<file path="src/sv/scrs_pkg.sv">
// Shared constants, codes and types for the sound chip register shadow.
`timescale 1ns / 1ps

package scrs_pkg;

   // Shadow file sizes
   localparam int FM_A_REGS = 57;
   localparam int FM_B_REGS = 439;
   localparam int PSG_REGS  = 8;

   localparam int FM_A_AW   = (FM_A_REGS > 1) ? $clog2(FM_A_REGS) : 1;
   localparam int FM_B_AW   = (FM_B_REGS > 1) ? $clog2(FM_B_REGS) : 1;
   localparam int CLR_DEPTH = (FM_A_REGS > FM_B_REGS) ? FM_A_REGS : FM_B_REGS;
   localparam int CLR_W     = (CLR_DEPTH > 1) ? $clog2(CLR_DEPTH) : 1;

   // Item commands
   localparam logic CMD_APPLY = 1'b0;
   localparam logic CMD_READ  = 1'b1;

   // Log opcodes
   localparam logic [7:0] OP_STEREO  = 8'h4F;
   localparam logic [7:0] OP_PSG     = 8'h50;
   localparam logic [7:0] OP_FM_A    = 8'h51;
   localparam logic [7:0] OP_FM_B_LO = 8'h52;
   localparam logic [7:0] OP_FM_B_HI = 8'h53;
   localparam logic [7:0] OP_WAIT    = 8'h61;
   localparam logic [7:0] OP_WAIT_60 = 8'h62;
   localparam logic [7:0] OP_WAIT_50 = 8'h63;
   localparam logic [3:0] OP_SHORT_WAIT_HI = 4'h7;

   // Read spaces
   localparam logic [1:0] SPACE_PSG  = 2'd0;
   localparam logic [1:0] SPACE_CTL  = 2'd1;
   localparam logic [1:0] SPACE_FM_A = 2'd2;
   localparam logic [1:0] SPACE_FM_B = 2'd3;

   // Control register indexes
   localparam logic CSR_WAIT_60 = 1'b0;
   localparam logic CSR_WAIT_50 = 1'b1;

   // Reset values
   localparam logic [15:0] WAIT_60_RESET = 16'd735;
   localparam logic [15:0] WAIT_50_RESET = 16'd882;
   localparam logic [7:0]  STEREO_RESET  = 8'hFF;
   localparam logic [9:0]  PSG_ODD_RESET = 10'h00F;

   typedef enum logic [1:0] {
      SEL_DIRECT,
      SEL_FM_A,
      SEL_FM_B
   } rd_sel_type;

   typedef struct packed {
      logic       stereo_wr;
      logic       psg_wr;
      logic [7:0] wdata;
   } psg_ctl_type;

endpackage

</file>
<file path="src/sv/scrs_psg.sv">
// PSG shadow: tone/volume registers, latched register number and stereo mask.
`timescale 1ns / 1ps

module scrs_psg
   import scrs_pkg::*;
(
   input  logic        clock,
   input  logic        reset,
   input  psg_ctl_type ctl,
   input  logic [1:0]  read_space,
   input  logic [8:0]  read_index,
   output logic [9:0]  rd_value
);

   logic [9:0] psg_reg_ff [PSG_REGS];
   logic [9:0] psg_reg_in [PSG_REGS];
   logic [2:0] latch_ff, latch_in;
   logic [7:0] stereo_ff, stereo_in;
   logic [2:0] tgt;

   // Each entry decides on its own whether it is hit, so only the read side muxes.
   always_comb begin
      tgt        = ctl.wdata[7] ? ctl.wdata[6:4] : latch_ff;
      latch_in   = latch_ff;
      stereo_in  = stereo_ff;
      psg_reg_in = psg_reg_ff;
      if (ctl.stereo_wr) begin
         stereo_in = ctl.wdata;
      end
      if (ctl.psg_wr && ctl.wdata[7]) begin
         latch_in = ctl.wdata[6:4];
      end
      for (int i = 0; i < PSG_REGS; i++) begin
         if (ctl.psg_wr && tgt == 3'(i)) begin
            if (ctl.wdata[7]) begin
               psg_reg_in[i] = {psg_reg_ff[i][9:4], ctl.wdata[3:0]};
            end else if (i == 0 || i == 2 || i == 4) begin
               // tone registers take the upper six bits
               psg_reg_in[i] = {ctl.wdata[5:0], psg_reg_ff[i][3:0]};
            end else begin
               psg_reg_in[i] = {6'd0, ctl.wdata[3:0]};
            end
         end
      end
   end

   always_ff @(posedge clock) begin
      if (reset) begin
         for (int i = 0; i < PSG_REGS; i++) begin
            psg_reg_ff[i] <= (i % 2 == 1) ? PSG_ODD_RESET : 10'd0;
         end
         latch_ff  <= 3'd0;
         stereo_ff <= STEREO_RESET;
      end else begin
         psg_reg_ff <= psg_reg_in;
         latch_ff   <= latch_in;
         stereo_ff  <= stereo_in;
      end
   end

   always_comb begin
      rd_value = 10'd0;
      case (read_space)
         SPACE_PSG: begin
            if (read_index < 9'(PSG_REGS)) begin
               rd_value = psg_reg_ff[read_index[2:0]];
            end
         end
         SPACE_CTL: begin
            if (read_index == 9'd0) begin
               rd_value = {2'd0, stereo_ff};
            end else if (read_index == 9'd1) begin
               rd_value = {7'd0, latch_ff};
            end
         end
         default: begin
            rd_value = 10'd0;
         end
      endcase
   end

endmodule

</file>
<file path="config.mk">
export PLATFORM = sky130hd
export DESIGN_NAME = scrs_psg
export DESIGN_NICKNAME = d
export VERILOG_FILES = /design/src/sv/scrs_pkg.sv /design/src/sv/scrs_psg.sv
export SDC_FILE = /design/constraint.sdc
export NUM_CORES = 1
export LEC_CHECK = 0
export BUFFER_PORTS_ARGS = -buffer_cell sky130_fd_sc_hd__buf_4
export CORE_MARGIN = 5
export CORE_UTILIZATION = 40
export CTS_CLUSTER_SIZE = 25
export DETAILED_ROUTE_END_ITERATION = 10
export GPL_ROUTABILITY_DRIVEN = 0
export MAX_ROUTING_LAYER = met4
export PLACE_DENSITY_LB_ADDON = 0.25
export SYNTH_ARGS = -nofsm -noshare
export SYNTH_HDL_FRONTEND = slang
export SYNTH_SLANG_ARGS = --single-unit
export TNS_END_PERCENT = 10
</file>
<file path="constraint.sdc">
create_clock -name clock -period 5.9 [get_ports clock]
set_input_delay 1.18 -clock clock [delete_from_list [all_inputs] [get_ports clock]]
set_output_delay 1.18 -clock clock [all_outputs]
set_load 0.005 [all_outputs]
</file>
# Yosys cells after proc, flatten, opt, wreduce, memory -nomap -nowiden
# Index checks and enable logic that the tools add are counted.
# totals
output_inout_bits	10
input_bits	23
word_cells	52
ff_bits	61
# op_classes
eq_ne	9
n_lt_le_gt_ge	2
bitwise	2
reduce_logical	18
muxes	8
# op_table
cell	count
$bmux W10 S3	1
$mux W10	3
$pmux W10 S2	1
$eq A3 B3 Y1 const B	4
$reduce_and A2 Y1	6
$eq A9 B1 Y1 const B	1
$logic_and A1 B1 Y1	9
$logic_not A9 Y1	1
$lt A9 B4 Y1 const B	1
$mux W8	1
$eq A3 B2 Y1 const B	2
$mux W3	2
$ge A4 B4 Y1 const B	1
$not A3 Y4	1
$eq A3 B1 Y1 const B	1
$logic_not A3 Y1	1
$eq A2 B1 Y1 const B	1
$logic_not A2 Y1	1
$not A1 Y1	1

# Depth between registers and ports, before layout
# Gate-level depths: netlist (run 1).
# depth
word_depth	6
ltp_mapped	6
mapped_depth_nobuf	4

# Worst setup path after synthesis (run 1)
# Ideal clock, no wire load.
# synth_path
path_type	input port to output port
from	input port read_index[7]
to	output port rd_value[3]
arrival_ps	2580
path_stages	4
required_ps	4720
n_path_buf	0
setup_slack_ps	2140
cell_sequence	or4_4 or3_4 or3_1 o21ai_1
# synth_between
elab_chain_cells	3
elab_cells_between_ends	5
cone_classes	1 x order compare; 3 x mux; 1 x reduce/logical
# synth_lines
element	line_no	text
from (decl)	scrs_psg.sv:11	input logic [8:0] read_index,
$lt A9 B4 Y1 / $logic_not A9 Y1 (equally long branches)	scrs_psg.sv:65, scrs_psg.sv:70	
$mux W10 / $mux W8 (equally long branches)	scrs_psg.sv:65, scrs_psg.sv:70	
$pmux W10 S2 *	scrs_psg.sv:63	case (read_space)
to (decl)	scrs_psg.sv:12	output logic [9:0] rd_value
# Mark *: on every way between the ends. The rest lies on a longest branch, timed or not.

# Worst setup path in the final report (run 1)
# layout_path
from	input port read_index[7]
to	output port rd_value[5]
# Same word-level chain as after synthesis.

==> results.md, run 1 <==
- Chip width: 93.9 µm
- CTS tree: built
- Skew final: roughly 5.6 ps
- Cell count after synthesis: 289
- First-pass GRT wire length: 10800 µm
- M1 WL: 3210 µm
- Yosys warning count: 0
- Most frequent cells in the layout: 61 x dfxtp_1, 50 x nor2_1, 49 x mux2i_1
- Most used cell, CP: buf_4
- Worst Hold Launch: psg_reg_ff[40]
- Initial antenna violation count: 0
- Crit end category: output port
- Slew headroom: 39.0%
- WP data arrival: 2950 ps
- Largest net degree at the start of global routing: 62
- DR WL/cell: 16.2 µm
- Boundary Pins: 33
- CP max FO: 5
- FF-to-FF End: psg_reg_ff[43]
- Worst R2R Path Depth: 3
- Routed vias: approximately 2200
- Share of the synthesized area in the top cell type: 43.4%
- Min Clock Period, post-route: 4130 ps
- Clk_lat worst skew: 340 ps
- Setup violations, final: 0
- Die Y: 93.9 µm
- Worst r2r src: latch_ff[2]
- Final wirelength: 6680 µm
- Main synth FF type: dfxtp_1
- Req. time, crit path: 4720 ps
- CP max stage delay: 750 ps
- Layout cells sized above 1: a little under a fifth
- Static leakage: 0.00152 µW
- Remaining antenna violation count: 0
- Asr flop ratio synth: 0%
- Top cells by area, synth: dfxtp_1 43%, mux2i_1 17%, a211o_1 7.5%
- Post-CTS setup buffers: 0
- Syn nets: approximately 310
- Clock buffer depth: 2
- Startpoint Class: input port
- Metal2 WL: 2940 µm
- Yosys cell types: 31
- Power per cell area: 281 nW/µm²
- Launch point of the worst path: read_index[7]
- Max VDD drop: 0.110 mV
- # DRC: 0
- Commonest non-fill, non-tap cell in the layout: dfxtp_1
- Sequential cell area fraction in the yosys report: 43.4%
- Final Max Tran Viols: 0
- CTS Sinks: between 60 and 70
- Max cap viols: 0
- Cts bufs inserted: 9
- Crit path to: rd_value[5]
- Root buf cell: clkbuf_8
- Die area: 8810 µm²
- PortBufs: 32
- Yosys reg bits: roughly 60
- Final non-filler cell total: 412
- Final-report hold violation count: 0
- Vias in the first global route: 2009
- Syn_area_per_cell: 9.73 µm²
- Crit share post-route: about 70%
- EDFF count, synth: 0
- Status: complete, no violations
- Drt initial violations: 138
- Syn-to-layout area delta: 17.9%
- R2R Setup Slk: 4160 ps
- Synth Cell Area: 2810 µm²
- Peak Freq: 242 MHz
- CTS resizes: 0
- Max H-tree Level: 3
- RSZ-0062 raised after global routing: false
- Slew of the pin with the lowest slew margin: a little over 900 ps
- HPWL after DPL: about 4500 µm
- Remaining Overflow, GRT: 0
- Uppermost layer routed: met4
- Hold Path Class: flop to flop
- DRT Pass-1 Iters: 5
- Synth area leader: dfxtp_1
- Total GRT Usage: about 16%
- # diodes: 0
- DP Cell Count: 396
- Drt via density: 5.29
- CP Class: input port to output port
- CTS Hold Bufs: 0
- Setup TNS: 0 ps
- Initial Util: 41.2%
- Nets: about 330
- CP cell instances: buf_4, or4_4, nor4_1, a22o_1, buf_4
- Core region area: 6830 µm²
- Crit-path slowest cell: nor4_1
- Row count: 30
- Met3 WL: roughly 380 µm
- Clock-pin slew on the worst setup and hold paths: 70 ps
## worst min path at each step
stage,to,slack [ps],cells after the start
4_1_cts,psg_reg_ff[40],470,1
3_5_place_dp,psg_reg_ff[42],450,1
5_1_grt,psg_reg_ff[3],480,1
6_report,psg_reg_ff[40],460,1
2_1_floorplan,psg_reg_ff[0],430,1
3_3_place_gp,psg_reg_ff[21],440,1
## layer usage
metal,up-vias,global-route usage (%)
met3,10,3.37
li1,1079,-
met2,60,23.4
met5,-,-
met1,1031,22.1
met4,0,8.30
## sequential cells by signal, summed over array words and instances, names as in the netlist
register,count
stereo_ff,8
latch_ff,3
psg_reg_ff,50
## worst max-delay path, delay by kind of cell
| family | cells | cell delay, ps |
|---|---|---|
| and+or+nand+nor | 2 | 1290 |
| AOI/OAI and AO/OA | 1 | 260 |
| buffers and inverters | 2 | 220 |
## final cells by class
type	count	area, µm²
tap	96	120
sequential	61	1220
timing repair buffer	32	240
clock buffer	10	138
multi-input combinational	203	1500
fill	668	3510
clock inverter	6	86.3
inverter	4	15.0
## cells by family (layout without fill, tap and decap cells)
group / count (synthesis) / in the layout / synth area share, %
compound gates: 47 / 47 / 12.8
buf+inv: 25 / 52 / 3.38
flops: 61 / 61 / 43.4
mux: 57 / 57 / 23.4
simple gates: 99 / 99 / 16.9
## synthesized netlist by cell type (4+ instances only)
cell type  instances
dfxtp_1           61
nor2_1            50
mux2i_1           49
a211o_1           24
clkbuf_1          19
nand2_1           12
nor2b_1           10
nand3_1            9
mux4_2             7
o21ai_0            6
o211ai_1           5
a22o_1             4
inv_1              4
## power by group
group	internal, µW	switching [µW]
logic	37.8	46.7
registers	424	6.91
clock network	248	167
## per-stage QoR
step           utilization, %  power [µW]  area (µm²)  worst slack, ps  hold WS, ps
2_1_floorplan               -         498        2810             2140          430
3_3_place_gp             45.3         524        3090             1740          440
4_1_cts                  48.6         940        3320             1730          465
3_5_place_dp             45.3         525        3090             1730          448
6_report                 48.6         931        3320             1770          461
5_1_grt                  48.6         970        3320             1610          481
Power figures use the tool's default switching activity.
==> run 2: changes to the inputs <==
Settings changed: ABC_AREA set to 1.
Clock period 5.9 ns to 3.55 ns, I/O delays scaled along.
==> run 2 against run 1 <==
Final area increased by 16%; largest cell class unchanged; die area increased by 15%; combinational power increased to 2.6 times the previous value; first-iteration DRC count increased by 88%; global-route usage increased by 4.1 points; via count increased by 53%; cell count increased by 65%; worst hold slack improved by 5.8 ps; critical path depth increased by 5; total power increased by 84%; non-clock buffer count increased by 3.
==> results.md, run 2 <==
- Status: complete, no violations
- Hold Path Class: flop to flop
- Clock buffer depth: 2 (unchanged)
- Crit-path slowest cell: nor2_1
- Chip width: 101 µm (+7.3%)
- First-pass GRT wire length: 15700 µm (+46%)
- Initial Util: 40.4% (-0.73 points)
- EDFF count, synth: 0 (unchanged)
- CTS resizes: 0 (unchanged)
- Share of the synthesized area in the top cell type: 37.1% (-6.3 points)
- Most used cell, CP: nand2_1
- Biggest register: psg_reg_ff
- Syn_area_per_cell: 6.10 µm² (-37%)
- Crit end category: output port
- Cell count after synthesis: 539 (+87%)
- Max H-tree Level: 3 (unchanged)
- Routed vias: 3325 (+53%)
- Metal2 WL: 4370 µm (+49%)
- Root buf cell: clkbuf_8
- CP max FO: 14 (+9)
- Layout cells sized above 1: 12.0% (-6.9 points)
- Synth Cell Area: 3290 µm² (+17%)
- CP max stage delay: 410 ps (-340 ps)
- Clock power share: 44.2% (-0.4 points)
- Filler cells: 832 (+25%)
- Req. time, crit path: 2840 ps (-1880 ps)
- Max reg flops: 50 (unchanged)
- Static leakage: 0.00193 µW (+27%)
- Slew of the pin with the lowest slew margin: 533 ps (-374 ps)
- # DRC: 0 (unchanged)
- Internal power: 1260 µW (+77%)
- Min Clock Period, post-route: 2870 ps
- Setup TNS: 0 ps (unchanged)
- Yosys cell types: 22 (-29%)
- Switch share: 26.4% (+2.7 points)
- WP data arrival: 2160 ps (-790 ps)
- Most frequent cells in the layout: 183 x nand2_1, 84 x inv_1, 70 x nand3_1
- Nets: 591 (+77%)
- Yosys reg bits: 61 (unchanged)
- Synth cell count leaders: 183 x nand2_1, 84 x inv_1, 70 x nand3_1
- Worst R2R Path Depth: 7 (+4)
- Remaining Overflow, GRT: 0 (unchanged)
- Yosys warning count: 0 (unchanged)
- Remaining antenna violation count: 0 (unchanged)
- Clock-pin slew on the worst setup and hold paths: 70 ps (about the same)
- M1 WL: 4450 µm (+39%)
- Syn nets: 562 (+80%)
- Cts bufs inserted: 9 (unchanged)
- Crit share post-route: 80.9%
- R2R Setup Slk: 2150 ps (-2010 ps)
- HPWL after DPL: 6800 µm (+52%)
- CTS Hold Bufs: 0 (unchanged)
- Proportion of power drawn by flip-flops and latches: 42.8% (-3.5 points)
- Sequential cell area fraction in the yosys report: 37.1% (-6.3 points)
- Top delay family on crit path: simple AND/OR/NAND/NOR gates
- DR WL/cell: 13.9 µm (-14%)
- CP cell instances: buf_4, inv_1, nor2_1, nand2_1, nor2_1, nand3_1, nand2_1, nand2_1, nand2_1, buf_4
- Boundary Pins: 33 (unchanged)
- NetSw: 451 µW (+100%)
- Slew headroom: 64.3% (+25 points)
- Skew final: 13.6 ps (+8.01 ps)
- Uppermost layer routed: met4
- RSZ-0062 raised after global routing: false
- Regs by FF count: psg_reg_ff x50, stereo_ff x8, latch_ff x3
- Top cells by area, synth: dfxtp_1 37%, nand2_1 21%, nand3_1 11%
- DP Cell Count: 662 (+67%)
- DRT Pass-1 Iters: 5 (unchanged)
- # diodes: 0 (unchanged)
- Final wirelength: 9410 µm (+41%)
- Drt initial violations: 260 (+88%)
- Die area: 10100 µm² (+15%)
- Top-count cell post-synth: nand2_1
- Main synth FF type: dfxtp_1
- Total GRT Usage: 20.5% (+4.1 points)
- Final non-filler cell total: 678 (+65%)
- Largest net degree at the start of global routing: 37 (-40%)
- Max cap viols: 0 (unchanged)
- Final Max Tran Viols: 0 (unchanged)
- Core region area: 8130 µm² (+19%)
- Synth area leader: dfxtp_1
- Vias in the first global route: 3103 (+54%)
- Clk_lat worst skew: 340 ps (about the same)
- CP Buf/Inv Count: 3 (+1)
- Syn-to-layout area delta: 17.2%
- Multi-input logic area: 1660 µm² (+11%)
- CTS Sinks: 61 (unchanged)
- Die Y: 101 µm (+7.3%)
- Final WS setup: 680 ps (-1090 ps)
- Asr flop ratio synth: 0% (unchanged)
- Pre-CTS setup slack: 705 ps (-1030 ps)
- Comb pwr share: 13.1% (+4.0 points)
- Hold depth: 2 (+1)
- Peak Freq: 348 MHz
- Post-CTS setup buffers: 0 (unchanged)
- Commonest non-fill, non-tap cell in the layout: nand2_1
- Startpoint Class: input port
- Max VDD drop: 0.339 mV (+210%)
- Drt via density: 4.90 (-7.3%)
- Final-report hold violation count: 0 (unchanged)
- CTS tree: built
- Area occupied by registers: 1220 µm² (unchanged)
- Row count: 33 (+10%)
- PortBufs: 32 (unchanged)
- Met3 WL: 510 µm (+35%)
- Setup violations, final: 0 (unchanged)
- WP depth: 10 (+5)
- CP Class: input port to output port
- Initial antenna violation count: 0 (unchanged)
- Power per cell area: 444 nW/µm² (+58%)
[run 2: path summary, 6_finish.rpt]
check                 startpoint        endpoint
setup / recovery   read_index[0]     rd_value[1]
setup reg to reg     latch_ff[2]  psg_reg_ff[31]
hold reg to reg   psg_reg_ff[42]  psg_reg_ff[42]
hold / removal    psg_reg_ff[42]  psg_reg_ff[42]
[run 2: cells by family after synthesis]
kind of cell / Yosys count / synth area share [%]
simple gates: 326 / 42.4
compound gates: 44 / 7.91
flops: 61 / 37.1
buf+inv: 108 / 12.6
[run 2: per-layer routing]
metal / vias up / global-route usage (%)
li1: 1717 / -
met1: 1513 / 26.5
met2: 89 / 32.4
met3: 6 / 4.91
met4: 0 / 4.87
met5: - / -
[run 2: area by class of cell]
cell class              count  share of cell area, %
inverters                  91                   8.86
clock inverters             3                   1.69
flip-flops and latches     61                   31.7
clock buffers              13                   4.64
well taps                 105                   3.41
multi-input cells         370                   42.9
repair buffers             35                   6.81
[run 2: per-stage QoR]
step                util (%)  area, µm²  hold WS, ps  power (µW)
floorplan                  -       3290          424         896
detailed placement      44.4       3610          448         969
global placement        44.4       3610          447         965
CTS                     47.4       3860          465        1710
finish                  47.4       3860          466        1710
global route            47.4       3860          493        1780
[run 2: power groups by stage]
stage               combinational [µW]  sequential (µW)  clock (µW)
floorplan                          153              742           0
global placement                   218              747           0
detailed placement                 222              748           0
CTS                                223              732         760
global route                       255              736         788
finish                             223              732         756
[run 2: tightest hold or removal path, delay by kind of cell, from the launching register on]
kind / cells / cell delay (ps)
flops: 1 / 330
simple gates: 2 / 110
